<file path="src/sv/llf_pkg.sv">
// Lead-lag filter package: fixed widths, register indexes and the structs
// shared by the sequencer, the divider and the multiplier. No dependencies.
package llf_pkg;

  localparam int DATA_WIDTH    = 32;
  localparam int FRAC_BITS_DEF = 16;
  localparam int DT_W          = 16;
  // Numerators and denominator: 2*c << DT_W plus dt*c, exact
  localparam int NUM_W         = DATA_WIDTH + DT_W + 2;
  localparam int MAG_W         = NUM_W - 1;
  // Quotient bits kept by the divider: the result width plus a rounding bit
  localparam int QUOT_W        = DATA_WIDTH + 1;
  localparam int OP_W          = DATA_WIDTH + 1;
  localparam int PROD_W        = 2 * OP_W;
  localparam int REG_IDX_W     = 2;

  localparam logic [REG_IDX_W-1:0] REG_LEAD_S = 2'd0;
  localparam logic [REG_IDX_W-1:0] REG_LEAD_0 = 2'd1;
  localparam logic [REG_IDX_W-1:0] REG_LAG_S  = 2'd2;
  localparam logic [REG_IDX_W-1:0] REG_LAG_0  = 2'd3;

  localparam logic signed [DATA_WIDTH-1:0] DATA_MAX = {1'b0, {(DATA_WIDTH-1){1'b1}}};
  localparam logic signed [DATA_WIDTH-1:0] DATA_MIN = {1'b1, {(DATA_WIDTH-1){1'b0}}};

  typedef struct packed {
    logic [DT_W-1:0]              step_time;
    logic signed [DATA_WIDTH-1:0] sample_in;
  } sample_t;

  typedef struct packed {
    logic signed [DATA_WIDTH-1:0] filtered_out;
    logic                         zero_denominator;
    logic                         saturated;
  } result_t;

  typedef struct packed {
    logic                    start;
    logic signed [NUM_W-1:0] num;
    logic signed [NUM_W-1:0] den;
  } div_req_t;

  typedef struct packed {
    logic                         done;
    logic                         sat;
    logic signed [DATA_WIDTH-1:0] quot;
  } div_res_t;

endpackage

</file>
<file path="src/sv/llf_mul.sv">
// Shared signed multiplier with a registered product.
// Depends on llf_pkg for operand and product widths.
module llf_mul (
  input  logic                             clk,
  input  logic signed [llf_pkg::OP_W-1:0]   a,
  input  logic signed [llf_pkg::OP_W-1:0]   b,
  output logic signed [llf_pkg::PROD_W-1:0] prod
);

  always_ff @(posedge clk) begin
    prod <= a * b;
  end

endmodule

</file>
<file path="config.mk">
export PLATFORM = sky130hd
export DESIGN_NAME = llf_mul
export DESIGN_NICKNAME = d
export VERILOG_FILES = /design/src/sv/llf_pkg.sv /design/src/sv/llf_mul.sv
export SDC_FILE = /design/constraint.sdc
export NUM_CORES = 2
export LEC_CHECK = 0
export BUFFER_PORTS_ARGS = -buffer_cell sky130_fd_sc_hd__buf_4
export CORE_MARGIN = 4
export CORE_UTILIZATION = 50
export DETAILED_ROUTE_END_ITERATION = 8
export HOLD_SLACK_MARGIN = 0.1
export PLACE_DENSITY = 0.63
export SLEW_MARGIN = 20
export SYNTH_ARGS = -nofsm -noshare
export SYNTH_HDL_FRONTEND = slang
export SYNTH_SLANG_ARGS = --single-unit
</file>
<file path="constraint.sdc">
create_clock -name clk -period 10.75 [get_ports clk]
set_clock_uncertainty 0.2 [all_clocks]
set_input_delay 0 -clock clk [delete_from_list [all_inputs] [get_ports clk]]
set_output_delay 0 -clock clk [all_outputs]
set_load 0.03 [all_outputs]
</file>
==> reports/metrics.cfg <==
[yosys]
synth.area.mux_share_pct=0
avgSynthCellArea_um2=9.39
ys_ff_latch=66
synth_largest_area_cell=fa_1
syn-num-nets=5767
netlist_instances=4338
async_reset_ff_share_pct=0
syn_area_um2=40700
yosysTopAreaCellShare_pct=56.3
synth_edf_count=0
yosys.area_share.simple_pct=15.8
synth_flop_cell=dfxtp_1
ys_types=80
ys_top_cells_by_area=fa_1, inv_1, and2_1
synth-adder-area-share_pct=62.9
synth_top_family_by_area=adder cells
yosysWarningCount=0
ys_seq_area_share_pct=3.24
synth_compound_area_share_pct=4.07
synth-xor-area-share_pct=1.46

[clock_network]
cts_max_level=3
cts_tree=yes
clkTransAtPathRegs_ns=0.06
clk_path_buf_depth=2
clock_sinks=66
cts_resized=0
cts_hold_buf=2
cts-buffers-inserted=9
root_buffer=clkbuf_16
cts_setup_buffers=0

[cells_and_area]
antenna_cells=0
multiInputGateArea_um2=34300
fillers=7561
regMostFlops=prod
register_area_um2=1320
fin_area_um2=42500
area_delta_synth_final_pct=4.39
largest_register_ffs=66
fin_nets=5695
drive_gt1_share_pct=4.43
largest_registers=prod: 66 flops

[die]
io-pin-count=133
die_area_um2=86100
core_um2=80700
fp-row-count=104
die_y_um=293
initial_core_util_pct=50.5
fp.dieW_um=293

[global_route]
grt_overflow=0
antenna_found_initial=1
grt_pass1_wl_mm=179
grt_max_degree=34
first_global_vias=31698
grt_usage_pct=27.1

[detailed_routing]
drc=0
num_vias=28334
wl_met3_mm=5.94
wl_met1_mm=41.0
drtAntennaViolNets=0
viasPerCell=5.32
drt_pass1_iterations=6
drt-initial-drc-count=1554
routed_wl_mm=110
top_layer_used=met4
wl_per_cell_um=20.7
dr_wl_met2_mm=57.8

[worst_setup_path]
crit_required_ns=10.78
cp_data_arrival_time_ns=8.22
path_max_fanout=33
startpoint_type=input pin
endpoint_kind=flip-flop
crit_type=in -> reg

[timing]
hold_violations=0
slew_violations=0
tightestPinTransition_ns=0.786
finalSetupTns_ns=0
relSlewSlack_pct=47.6
rsz0062_at_grt=no
fin_crit_sh_pct=76.2
finalWorstSetupSlack_ns=2.56
setup_viol=0
min_period_ns=8.19
fmax_ghz=0.122

[placed_design]
routabilityCongestion=0.921
placed_cell_area_um2=42200
hpwl_mm=89.6
preCtsSetupSlack_ns=2.43
io_buffers=132

[status]
status=finished clean

[run]
maxCapViolCount=0

[hold_path]
min_path_type=in -> reg

==> metal layers <==
| metal | vias up | GRT usage (%) |
|---|---|---|
| met2 | 815 | 48.3 |
| met5 | - | 0 |
| met1 | 15138 | 33.3 |
| li1 | 12170 | - |
| met3 | 211 | 3.62 |
| met4 | 0 | 11.7 |
==> metrics by stage <==
stage	hold slack, ns	cells	util (%)
after detailed placement	0.229	5313	52.3
after floorplan	-0.0727	4338	-
final	0.160	5330	52.7
after global placement	0.229	5313	52.3
after global routing	0.182	5330	52.7
after CTS	0.144	5330	52.7
==> cells in the mapped netlist, drive strengths merged, types with 3 or more instances <==
cell type	n
o211ai	5
o31ai	7
xor2	25
or3	3
a211oi	11
buf	13
nand2	551
xnor2	43
o21ai	33
and3	6
nand2b	12
dfxtp	66
o21bai	11
nor2	68
nand4	12
clkbuf	208
inv	1131
fa	1145
nor2b	5
a21oi	61
or2	3
a21o	38
a31oi	9
a211o	6
a221oi	3
o21a	6
nor3	7
and4	5
nand3	26
nor4	3
and2	563
ha	217
a21boi	3
==> layout by cell type (no fill, tap or decap), types with 3 or more instances in the layout <==
cell type  count
o21ai_0       25
xor2_1        25
xnor2_1       43
fa_1        1144
a211oi_2       3
a31oi_1        8
nand2_1      551
o211ai_1       4
or2_2          3
nor2b_1        5
inv_1       1131
a211oi_1       7
nand3_1       25
and2_1       562
buf_4        136
and3_1         5
ha_1         217
nor3_1         7
or3_1          3
nand4_1       11
a21oi_2        3
o31ai_4        3
a21oi_1       57
a211o_1        6
a21o_1        36
clkinv_2       3
and4_1         5
nor2_1        68
clkbuf_16      9
dfxtp_1       66
o21bai_1      11
o21ai_1        6
o21a_1         6
nand2b_1      12
==> worst max-delay path: stages <==
cell and delay (ns):
dlygate4sd3_1 0.54, buf_4 0.24, nand2_1 0.15, inv_1 0.10, fa_1 0.65, inv_1 0.14
fa_1 0.50, inv_1 0.05, fa_1 0.52, inv_1 0.07, fa_1 0.54, inv_1 0.05
fa_1 0.49, fa_1 0.51, fa_1 0.52, inv_1 0.04, fa_1 0.59, inv_1 0.08
ha_1 0.39, nand2_1 0.33, nor2_1 0.07, a22oi_1 0.56, nor2_1 0.16, a211oi_4 0.40
a21oi_2 0.14, nor4b_2 0.27, a311oi_1 0.07
==> path summary, 6_finish.rpt <==
| check | from | end | cells after the start |
|---|---|---|---|
| setup / recovery | b[0] | prod[58] | 27 |
| hold / removal | b[1] | prod[1] | 3 |
==> area by class of cell <==
class / instances / area share [%]
Clock buffer: 10 / 0.562
Inverter: 1131 / 9.98
Sequential cell: 66 / 3.11
Timing Repair Buffer: 138 / 2.45
Clock inverter: 5 / 0.0736
Tap cell: 1060 / 3.12
Multi-Input combinational cell: 2920 / 80.7
==> cells by family after synthesis <==
| logic type | after synthesis |
|---|---|
| compound gates | 219 |
| simple gates | 1271 |
| buf+inv | 1352 |
| flops | 66 |
| fa+ha+maj | 1362 |
| xor+xnor | 68 |
Power is not shown: default switching activity piles up to over one toggle a cycle in this logic, so the estimate is an artifact.
