--- config.mk ---
export PLATFORM = sky130hd
export DESIGN_NAME = llf_div
export DESIGN_NICKNAME = d
export VERILOG_FILES = /design/src/sv/llf_pkg.sv /design/src/sv/llf_div.sv
export SDC_FILE = /design/constraint.sdc
export NUM_CORES = 1
export LEC_CHECK = 0
export BUFFER_PORTS_ARGS = -buffer_cell sky130_fd_sc_hd__buf_2
export CORE_MARGIN = 2
export CORE_UTILIZATION = 56
export CTS_CLUSTER_DIAMETER = 80
export DETAILED_ROUTE_END_ITERATION = 8
export HOLD_SLACK_MARGIN = 0.06
export MAX_ROUTING_LAYER = met4
export PLACE_DENSITY = 0.76
export SLEW_MARGIN = 10
export SYNTH_ARGS = -nofsm -noshare
export SYNTH_HDL_FRONTEND = slang
export SYNTH_SLANG_ARGS = --single-unit
--- constraint.sdc ---
create_clock -name clk -period 10.4 [get_ports clk]
set_input_delay 3.12 -clock clk [delete_from_list [all_inputs] [get_ports clk]]
set_output_delay 3.12 -clock clk [all_outputs]
set_load 0.005 [all_outputs]
--- src/sv/llf_pkg.sv ---
// Lead-lag filter package: fixed widths, register indexes and the structs
// shared by the sequencer, the divider and the multiplier. No dependencies.
package llf_pkg;

  localparam int DATA_WIDTH    = 32;
  localparam int FRAC_BITS_DEF = 16;
  localparam int DT_W          = 16;
  // Numerators and denominator: 2*c << DT_W plus dt*c, exact
  localparam int NUM_W         = DATA_WIDTH + DT_W + 2;
  localparam int MAG_W         = NUM_W - 1;
  // Quotient bits kept by the divider: the result width plus a rounding bit
  localparam int QUOT_W        = DATA_WIDTH + 1;
  localparam int OP_W          = DATA_WIDTH + 1;
  localparam int PROD_W        = 2 * OP_W;
  localparam int REG_IDX_W     = 2;

  localparam logic [REG_IDX_W-1:0] REG_LEAD_S = 2'd0;
  localparam logic [REG_IDX_W-1:0] REG_LEAD_0 = 2'd1;
  localparam logic [REG_IDX_W-1:0] REG_LAG_S  = 2'd2;
  localparam logic [REG_IDX_W-1:0] REG_LAG_0  = 2'd3;

  localparam logic signed [DATA_WIDTH-1:0] DATA_MAX = {1'b0, {(DATA_WIDTH-1){1'b1}}};
  localparam logic signed [DATA_WIDTH-1:0] DATA_MIN = {1'b1, {(DATA_WIDTH-1){1'b0}}};

  typedef struct packed {
    logic [DT_W-1:0]              step_time;
    logic signed [DATA_WIDTH-1:0] sample_in;
  } sample_t;

  typedef struct packed {
    logic signed [DATA_WIDTH-1:0] filtered_out;
    logic                         zero_denominator;
    logic                         saturated;
  } result_t;

  typedef struct packed {
    logic                    start;
    logic signed [NUM_W-1:0] num;
    logic signed [NUM_W-1:0] den;
  } div_req_t;

  typedef struct packed {
    logic                         done;
    logic                         sat;
    logic signed [DATA_WIDTH-1:0] quot;
  } div_res_t;

endpackage

--- src/sv/llf_div.sv ---
// Restoring divider for the filter coefficients: round(num * 2^FRAC_BITS / den),
// ties away from zero, saturated. One quotient bit per cycle. Depends on llf_pkg.
module llf_div #(
  parameter int FRAC_BITS = llf_pkg::FRAC_BITS_DEF
) (
  input  logic              clk,
  input  logic              rst,
  input  llf_pkg::div_req_t req,
  output llf_pkg::div_res_t res
);

  localparam int DW    = llf_pkg::DATA_WIDTH;
  localparam int MAG_W = llf_pkg::MAG_W;
  localparam int NUM_W = llf_pkg::NUM_W;
  localparam int QW    = llf_pkg::QUOT_W;
  localparam int SHIFT = DW - FRAC_BITS;
  localparam int CNT_W = $clog2(QW + 1);

  localparam logic [1:0] D_IDLE = 2'd0;
  localparam logic [1:0] D_PRE  = 2'd1;
  localparam logic [1:0] D_ITER = 2'd2;
  localparam logic [1:0] D_FIN  = 2'd3;

  localparam logic [QW-1:0] Q_LIM = QW'(1) << (DW - 1);

  logic [1:0]       dstate;
  logic [MAG_W-1:0] n_mag;
  logic [MAG_W-1:0] d_mag;
  logic             neg;
  logic             ovf;
  logic [MAG_W-1:0] rem;
  logic [QW-1:0]    low;
  logic [QW-1:0]    quo;
  logic [CNT_W-1:0] cnt;

  logic signed [NUM_W-1:0] num_abs;
  logic signed [NUM_W-1:0] den_abs;
  logic [MAG_W-1:0]        n_hi;
  logic [MAG_W:0]          trial;
  logic [MAG_W:0]          diff;
  logic                    ge;
  logic [QW:0]             q_inc;
  logic [QW-1:0]           q_rnd;
  logic [QW-1:0]           q_neg;

  always_comb begin
    num_abs = req.num[NUM_W-1] ? -req.num : req.num;
    den_abs = req.den[NUM_W-1] ? -req.den : req.den;
    n_hi    = n_mag >> SHIFT;
    trial   = {rem, low[QW-1]};
    diff    = trial - {1'b0, d_mag};
    ge      = trial >= {1'b0, d_mag};
    q_inc   = {1'b0, quo} + (QW+1)'(1);
    q_rnd   = q_inc[QW:1];
    q_neg   = -q_rnd;
  end

  always_ff @(posedge clk) begin
    if (rst) begin
      dstate   <= D_IDLE;
      res.done <= 1'b0;
    end else begin
      res.done <= dstate == D_FIN;
      case (dstate)
        D_IDLE: begin
          if (req.start) begin
            n_mag  <= num_abs[MAG_W-1:0];
            d_mag  <= den_abs[MAG_W-1:0];
            neg    <= req.num[NUM_W-1] ^ req.den[NUM_W-1];
            dstate <= D_PRE;
          end
        end
        D_PRE: begin
          // Quotient must fit in QW bits, else the result saturates
          rem    <= n_hi;
          ovf    <= n_hi >= d_mag;
          low    <= {n_mag[SHIFT-1:0], {(FRAC_BITS+1){1'b0}}};
          quo    <= '0;
          cnt    <= CNT_W'(QW);
          dstate <= D_ITER;
        end
        D_ITER: begin
          rem <= ge ? diff[MAG_W-1:0] : trial[MAG_W-1:0];
          low <= low << 1;
          quo <= {quo[QW-2:0], ge};
          cnt <= cnt - CNT_W'(1);
          if (cnt == CNT_W'(1)) begin
            dstate <= D_FIN;
          end
        end
        D_FIN: begin
          if (ovf) begin
            res.sat  <= 1'b1;
            res.quot <= neg ? llf_pkg::DATA_MIN : llf_pkg::DATA_MAX;
          end else if (neg) begin
            res.sat  <= q_rnd > Q_LIM;
            res.quot <= (q_rnd > Q_LIM) ? llf_pkg::DATA_MIN : q_neg[DW-1:0];
          end else begin
            res.sat  <= q_rnd >= Q_LIM;
            res.quot <= (q_rnd >= Q_LIM) ? llf_pkg::DATA_MAX : q_rnd[DW-1:0];
          end
          dstate <= D_IDLE;
        end
        default: dstate <= D_IDLE;
      endcase
    end
  end

  a_start_idle: assert property (@(posedge clk) disable iff (rst)
    req.start |-> dstate == D_IDLE)
    else $error("divider started while busy");

  a_done_pulse: assert property (@(posedge clk) disable iff (rst)
    res.done |=> !res.done)
    else $error("divider done held longer than one cycle");

  a_sat_extreme: assert property (@(posedge clk) disable iff (rst)
    res.done && res.sat |-> res.quot == llf_pkg::DATA_MAX || res.quot == llf_pkg::DATA_MIN)
    else $error("saturated quotient not at a limit");

endmodule

==> impl_metrics.toml <==
[status]
status = "finished clean"

[clock_network]
cts_sinks = 240
post-cts-setup-buffer-count = 0
h-tree-depth = 1
cts.clk_slew.worst_paths_ns = 0.06
clkLatencyLatePin_ns = 0.54
cts_tree = "built"
cts_root_buf = "clkbuf_16"
cts_made_buffers = 27
ctsLongestPathBuffers = 3
cts_resized = 0
cts_hold_buf = 0

[setup_path]
path_cells = "buf_2, or3_1, o41ai_1, nand2_1, a21oi_1, nand2_1, xor2_1"
cp.buffers_inverters = 1
critical-path-slowest-cell = "o41ai_1"
crit_fanout = 9
cp_top_family = "compound AO/OA/AOI/OAI gates"
required_ns = 10.68
path_common_cell = "nand2_1"
crit_type = "in2reg"
cp-end-kind = "flip-flop"
cp_slowest_stage_delay_ns = 0.76
reg2reg_from = "quo[3]"
critPathArrivalTime_ns = 5.93
startpoint = "req[53]"
critPathLaunchType = "input port"

[timing]
fin_crit_sh = 0.5434
slew_violations = 0
finalSetupViolations = 0
period_minus_slack_ns = 5.652
final_hold_viol_count = 0
rsz0062_at_grt = "no"
fin_skew_ns = 0.008141
finalSetupTns_ns = 0
worst_slew_pin_slew_ns = 1.051
timing.fmax_mhz = 176.9
slew_headroom = 0.2994

[route]
met1_length_um = 18220
vias_per_cell = 5.978
postRouteAntennaNets = 0
met3_length_um = 2532
wl_um = 39260
dr_total_vias = 13440
drc_errors = 0
drt_iter0_drc = 1144
met2_length_um = 17650
first_pass_iters = 5
wire_per_inst_um = 17.46
top_layer = "met4"

[synthesis]
syn_area_sq_um = 16680
synth_top_area_cell = "edfxtp_1"
synth.distinct_cells = 78
ys.flop_type = "edfxtp_1"
syn_inst = 1743
synth_top_cell_area_share = 0.4266
netlist_top_cells_area = "edfxtp_1 43%, ha_1 6.9%, xnor2_1 6.8%, nand2_1 4.8%, a21oi_1 2.7%"
synth_nets = 1939
ys_seq_area_frac = 0.4302
ys_ff_latch = 240
synth_edf_count = 237
syn_area_per_cell_sq_um = 9.572
async_reset_ff_frac = 0
ys_warn_count = 0

[layout]
antenna_cells = 0
final_common_cell = "edfxtp_1"
mostFrequentLayoutCells = "237 x edfxtp_1, 215 x nand2_1, 136 x buf_2, 129 x xnor2_1, 100 x nor2_1"
drive_above_1_share = 0.1264
fin_util = 0.6275
nNetsFinal = 2034
area_growth_pct = 10.88
fillers = 2466

[floorplanning]
fp.dieW_um = 176.6
fp.coreArea_sq_um = 29480
rows = 63
start_util = 0.5659
dieArea_sq_um = 31190
die_h_um = 176.6
io_pins = 137

[min_path]
min-delay-path-class = "reg2reg"
worstHoldStart = "n_mag[0]"

[power]
vdd_drop_max_mv = 0.1179
seqPwrFrac = 0.364
sw_frac_of_total = 0.3879
p_total_mw = 4.153
internal_power_mw = 2.542
p_comb_frac = 0.414
power_switching_mw = 1.611
power.leakage_nw = 7.172
powerDensity_nw_per_um2 = 224.5
clkPwrFrac = 0.222

[place]
gp_congestion = 0.9224
dpl.hpwl_um = 29150
port_buffers = 136

[grt]
gr-total-overflow = 0
antenna_found_initial = 0
grt_use_total = 0.2589
grt_max_degree = 93
grt_pass1_wl_um = 64040
first_global_vias = 12850

[flow_run]
maxCapViolations = 0
worst reg2reg max path, stage by stage (launching register included):
cell and delay, ns:
edfxtp_1 0.53, nand3_1 0.39, nor3_2 0.68, nand4_1 0.15, a2111oi_0 0.79, or2_2 0.26
and4_1 0.33, a41o_1 0.83, o21ai_0 0.24, a22oi_1 0.25
path summary, 6_finish.rpt:
check                   end  slack (ns)  cells past startpoint
setup / recovery  n_mag[39]        4.75                      7
hold / removal      low[17]        0.54                      1
setup reg to reg    res[19]        5.78                      9
hold reg to reg     low[17]        0.54                      1
routing by layer:
layer / track usage / vias up
met5: - / -
met4: 0.06267 / 0
met3: 0.02756 / 57
met2: 0.4076 / 453
met1: 0.3619 / 6304
li1: - / 6630
cell type report:
| class | instances | area, sq um | area share |
|---|---|---|---|
| Timing Repair Buffer | 144 | 740.7 | 0.04004 |
| Multi-Input combinational cell | 1342 | 8929 | 0.4827 |
| Tap cell | 390 | 488.0 | 0.02638 |
| Inverter | 83 | 311.5 | 0.01684 |
| Sequential cell | 240 | 7177 | 0.3880 |
| Clock inverter | 17 | 155.1 | 0.008387 |
| Clock buffer | 33 | 698.2 | 0.03774 |
kinds of logic after synthesis:
kind of cell,after synthesis,share of synthesized area
flip-flops,240,0.4302
AND/OR/NAND/NOR,627,0.1881
multiplexers,19,0.01252
AO/OA/AOI/OAI,431,0.1715
buffers and inverters,161,0.03720
adder cells (fa/ha/maj),93,0.07020
XOR/XNOR,172,0.09030
flip-flops by register name, summed over array words and instances (netlist names):
| register | cells |
|---|---|
| res | 34 |
| n_mag | 49 |
| low | 16 |
| quo | 33 |
| neg | 1 |
| rem | 49 |
| d_mag | 49 |
| ovf | 1 |
| dstate | 2 |
| cnt | 6 |
synth_stat cells, types with 24 or more instances:
library cell and number:
edfxtp_1 237, o31ai_1 30, nand4_1 32, or3_1 24, a21oi_1 91, xnor2_1 129, and2_1 38, clkbuf_1 62
a31oi_1 42, ha_1 92, o21ai_0 91, nor2_1 100, nand2_1 215, a21o_1 54, inv_1 82, and3_1 26
xor2_1 43, nor3_1 32, nand3_1 58
power by group through the flow:
| stage | Sequential, mW | Clock, mW | Combinational, mW |
|---|---|---|---|
| floorplan | 1.50 | 0 | 1.30 |
| global placement | 1.52 | 0 | 1.66 |
| detailed placement | 1.53 | 0 | 1.68 |
| CTS | 1.51 | 0.939 | 1.70 |
| global route | 1.54 | 0.976 | 1.91 |
| finish | 1.51 | 0.922 | 1.72 |
per-stage QoR:
step / hold slack, ns / area (sq um) / instances / setup slack (ns)
floorplan: 0.5091 / 16690 / 1743 / 2.074
global placement: 0.5212 / 17650 / 2199 / 4.299
detailed placement: 0.5241 / 17650 / 2199 / 4.191
CTS: 0.5383 / 18500 / 2249 / 4.747
global route: 0.5588 / 18500 / 2249 / 4.483
finish: 0.5365 / 18500 / 2249 / 4.748
Power figures use the tool's default switching activity.
